### src/gns_pkg.sv
// Shared types, codes and the gate evaluation function of the gate netlist simulator.
// No dependencies; the simulator, gate table and value store refer to it by scoped names.
`default_nettype none

package gns_pkg;

  localparam int NODE_COUNT_DEF = 256;

  typedef enum logic [1:0] {
    FUNC_LOAD = 2'd0,
    FUNC_TICK = 2'd1,
    FUNC_READ = 2'd2
  } func_t;

  typedef enum logic [3:0] {
    GK_NONE = 4'd0,
    GK_AND  = 4'd1,
    GK_OR   = 4'd2,
    GK_NAND = 4'd3,
    GK_NOR  = 4'd4,
    GK_NOT  = 4'd5,
    GK_XOR  = 4'd6,
    GK_XNOR = 4'd7,
    GK_BUF  = 4'd8
  } gate_kind_t;

  localparam logic RES_READ = 1'b0;
  localparam logic RES_TICK = 1'b1;

  typedef enum logic [2:0] {
    ST_CLEAR,
    ST_IDLE,
    ST_TICK,
    ST_DRAIN,
    ST_RDWAIT,
    ST_DONE
  } state_t;

  typedef struct packed {
    logic [3:0] kind;
    logic [7:0] src_c;
    logic [7:0] src_b;
    logic [7:0] src_a;
  } gate_entry_t;

  // Control of the value banks: write port and current-bank select for reads.
  typedef struct packed {
    logic wr_en;
    logic wr_all;
    logic wr_bank;
    logic wr_data;
    logic rd_bank;
  } val_ctl_t;

  function automatic logic gate_eval(logic [3:0] kind, logic a, logic b, logic c);
    logic res;
    unique case (kind)
      GK_AND:  res = a & b & c;
      GK_OR:   res = a | b | c;
      GK_NAND: res = ~(a & b & c);
      GK_NOR:  res = ~(a | b | c);
      GK_NOT:  res = ~a;
      GK_XOR:  res = a ^ b ^ c;
      GK_XNOR: res = ~(a ^ b ^ c);
      GK_BUF:  res = a;
      default: res = 1'b0;
    endcase
    return res;
  endfunction

endpackage

`default_nettype wire

### src/gns_value_store.sv
// Double-buffered node value banks. Each bank is kept in three copies so the
// three gate operands read in the same cycle; read data is registered. Depends on gns_pkg.
`default_nettype none

module gns_value_store #(
  parameter int NODE_COUNT = gns_pkg::NODE_COUNT_DEF
) (
  input  logic                              clk,
  input  gns_pkg::val_ctl_t                 ctl,
  input  logic [$clog2(NODE_COUNT)-1:0]     wr_addr,
  input  logic [$clog2(NODE_COUNT)-1:0]     rd_addr [3],
  output logic                              rd_data [3]
);

  logic rd_bank_q;

  always_ff @(posedge clk) begin
    rd_bank_q <= ctl.rd_bank;
  end

  for (genvar r = 0; r < 3; r++) begin : g_copy
    logic bank0 [NODE_COUNT];
    logic bank1 [NODE_COUNT];
    logic q0;
    logic q1;

    always_ff @(posedge clk) begin
      if (ctl.wr_en && (ctl.wr_all || !ctl.wr_bank)) begin
        bank0[wr_addr] <= ctl.wr_data;
      end
      q0 <= bank0[rd_addr[r]];
    end

    always_ff @(posedge clk) begin
      if (ctl.wr_en && (ctl.wr_all || ctl.wr_bank)) begin
        bank1[wr_addr] <= ctl.wr_data;
      end
      q1 <= bank1[rd_addr[r]];
    end

    assign rd_data[r] = rd_bank_q ? q1 : q0;
  end

endmodule

`default_nettype wire
### config.mk
export PLATFORM = sky130hd
export DESIGN_NAME = gns_value_store
export DESIGN_NICKNAME = d
export VERILOG_FILES = /design/src/gns_pkg.sv /design/src/gns_value_store.sv
export SDC_FILE = /design/constraint.sdc
export NUM_CORES = 1
export LEC_CHECK = 0
export ABC_CLOCK_PERIOD_IN_PS = 3390
export BUFFER_PORTS_ARGS = -buffer_cell sky130_fd_sc_hd__buf_2
export CAP_MARGIN = 20
export CORE_UTILIZATION = 40
export DETAILED_ROUTE_END_ITERATION = 10
export PLACE_DENSITY_LB_ADDON = 0.15
export SYNTH_ARGS = -nofsm -noshare
export SYNTH_HDL_FRONTEND = slang
export SYNTH_SLANG_ARGS = --single-unit
### constraint.sdc
create_clock -name clk -period 3.39 [get_ports clk]
set_clock_uncertainty 0.15 [all_clocks]
set_input_delay 0.678 -clock clk [delete_from_list [all_inputs] [get_ports clk]]
set_output_delay 0.678 -clock clk [all_outputs]
set_load 0.05 [all_outputs]
==> qor.txt <==
Status: completed
Die Span X: 280.0 um
IO Port Bufs: 40
Fin cells: 3497
Hold Vio Cnt, Final: 0
Top cells by area, synth: edfxtp_1 50%, mux4_2 21%, mux2i_1 10%
Boundary pin count: 41
Area Growth Syn to Fin: 13.91%
Largest stage delay on the critical path: 0.83 ns
Vias per cell: 6.413
CTS clk-pin slew, worst paths: 0.06 ns
CTS tree: done
Synth area leader: edfxtp_1
Worst slew margin: 31.98%
Synth top area share: 49.74%
Hold Crit Class: in -> reg
Num rows: 101
Setup bufs post-CTS: 0
Arrival time worst endpoint: 3.36 ns
Clock sinks: 519
Cell Pwr Density: 429.1 nW/um^2
Max_cap viols: 0
Synth Flop Type: edfxtp_1
CP max FO: 19
Core Util, Final: 46.20%
Asr flop ratio synth: 0%
Core ar.: 76200 um^2
Sequential fraction of the synthesis area: 50.20%
Worst R2R Setup Slack: 0.69 ns
Initial drt markers: 2626
Clk buf depth: 3
Vias in the first global route: 22524
GRT Total Usage: 28.67%
DPL Wire Length: 72450 um
Largest net degree at the start of global routing: 119
RSZ-0062 raised after global routing: false
Initial Util: 40.56%
# DRC: 0
CP Class: in -> reg
CP Launch Type: primary input
Post-synth EDFFs: 512
Slew Viols, Final: 0
CTS root buf: clkbuf_16
Crit. End Element: flip-flop
Register bit count reported by yosys: 519
Proportion of layout cells with a drive suffix above 1: 25.63%
CTS buffer count: 59
Tightest Pin Transition: 1.007 ns
CTS resizes: 0
Buf/Inv on CP: 3
Period utilization: 87.96%
Die Y: 280.0 um
Peak supply drop: 432.2 uV
PnR worst setup slack: 0.4083 ns
Dpl ws: -0.2499 ns
Synth unique cells: 52
Syn nets: 2379
Post-DR wirelength/cell: 32.04 um
Setup violators final: 0
First-pass DRT Iterations: 5
Fillers: 6822
Via Count: 22428
Crit-path cells: clkbuf_8 > buf_12 > mux4_2 > mux2i_1 > nor2_1 > o41ai_1 > buf_4 > a221o_1 > nor3_1
Fin Setup TNS: 0 ns
Final hold slack: 0.3555 ns
Synth Warn #: 0
First-pass GRT wire length: 160300 um
Worst-Skew Late Latency: 0.66 ns
FF+latch area: 15510 um^2
Placed Cells: 3383
Gr ovfl total: 0
Top Family by Delay on Critical Path: compound AO/OA/AOI/OAI gates
WL final: 112000 um
CP max-delay cell: o41ai_1
Final Critical Period: 2.982 ns
GP Congestion: 0.9191
Post-synthesis cell count: 2341
Maximum clock frequency: 0.3354 GHz
Worst EP required: 3.77 ns
Syn Area/Cell: 13.20 um^2
Initial antenna violation count: 2
Synthesized area: 30910 um^2
ANT nets after route: 0
Die ar.: 78390 um^2
Final #Nets: 2453
H-tree lvl count: 2
Pleak: 11.53 nW
Multi-input logic area: 14310 um^2
-- Yosys cell counts, drive strengths merged (8+ instances only) --
library cell	count
a21oi	14
buf	98
clkbuf	134
edfxtp	512
mux2	9
mux2i	309
mux4	282
nand2	64
nand2b	9
nand3	25
nand3b	8
nor2	563
nor2b	14
nor3	27
nor4	14
o211ai	18
o21ai	23
o22ai	122
o41ai	9
-- through the flow --
step | instance area (um^2) | power (W)
after detailed placement | 33420 | 0.009173
after floorplan | 30910 | 0.008316
final | 35210 | 0.01511
after global placement | 33420 | 0.009165
after CTS | 35200 | 0.01513
after global routing | 35200 | 0.01545
-- tightest hold or removal path, delay by kind of cell --
family	cells	cell delay (ns)
simple gates	2	0.17
buf+inv	1	0.15
-- logic make-up (layout without fill, tap and decap cells) --
group	Yosys count	after routing	synth area share (%)
flops	519	519	50.20
buf+inv	236	361	3.716
compound gates	240	240	5.250
simple gates	746	746	9.954
mux	600	600	30.88
other cells	0	1	0
-- state kept, by name, indices dropped and copies added (netlist names) --
register / flops
g_copy.q1: 3
g_copy.bank1: 256
g_copy.q0: 3
rd_bank_q: 1
g_copy.bank0: 256
-- layout by cell type (no fill, tap or decap), types with 5 or more instances in the layout --
cell / Yosys / final
a211oi_1: 5 / 5
a21oi_1: 14 / 14
a22oi_1: 6 / 6
a31oi_1: 6 / 6
buf_12: 0 / 40
buf_2: 51 / 33
buf_4: 25 / 164
clkbuf_1: 134 / 18
clkbuf_16: 0 / 60
clkinv_1: 0 / 16
clkinv_2: 0 / 11
dfxtp_1: 7 / 7
edfxtp_1: 512 / 512
mux2_2: 9 / 9
mux2i_1: 309 / 309
mux4_2: 282 / 282
nand2_1: 64 / 55
nand2_2: 0 / 9
nand2b_1: 9 / 9
nand3_1: 25 / 19
nand3_2: 0 / 6
nand3b_1: 8 / 8
nor2_1: 563 / 563
nor2b_1: 14 / 14
nor3_1: 27 / 26
nor4_1: 14 / 14
o211ai_1: 18 / 18
o21ai_0: 21 / 21
o221ai_1: 6 / 6
o22ai_1: 122 / 122
o41ai_1: 9 / 8
or4_1: 5 / 5
-- worst paths after layout --
check                                 start                              to  depth (start not counted)
max                              rd_addr[0]            g_copy[2].q1$_DFF_P_                          9
min                              wr_addr[3]  g_copy[1].bank1[238]$_DFFE_PP_                          3
max reg2reg  g_copy[1].bank1[138]$_DFFE_PP_            g_copy[2].q1$_DFF_P_                          7
min reg2reg   g_copy[1].bank1[15]$_DFFE_PP_            g_copy[2].q1$_DFF_P_                          6
-- timing repair --
action | CTS | global route
hold buffers | 1 | 0
setup endpoints to repair | 0 | 0
endpoints found under the hold margin | 1 | 0
-- where the power goes --
part | internal [W] | total (W) | switching (W)
Sequential | 0.00707 | 0.00709 | 0.0000186
Combinational | 0.000780 | 0.00199 | 0.00120
Clock | 0.00333 | 0.00603 | 0.00270
-- layer usage --
layer  share of wire (%)  GRT usage, %  up-vias
met5                   0             0        -
met4                 3.5         9.388        0
met3                 9.4         5.579      229
met2                  47         46.55     1194
met1                  40         38.68    11688
li1                    -             -     9317
-- layout make-up --
type	count	share of cell area (%)
clock buffer	79	4.496
tap	1030	3.661
sequential	519	44.07
inverter	4	0.04265
clock inverter	33	0.5509
timing repair buffer	245	6.529
antenna	1	0.007108
multi-input combinational	1586	40.65
Power figures use the tool's default switching activity.
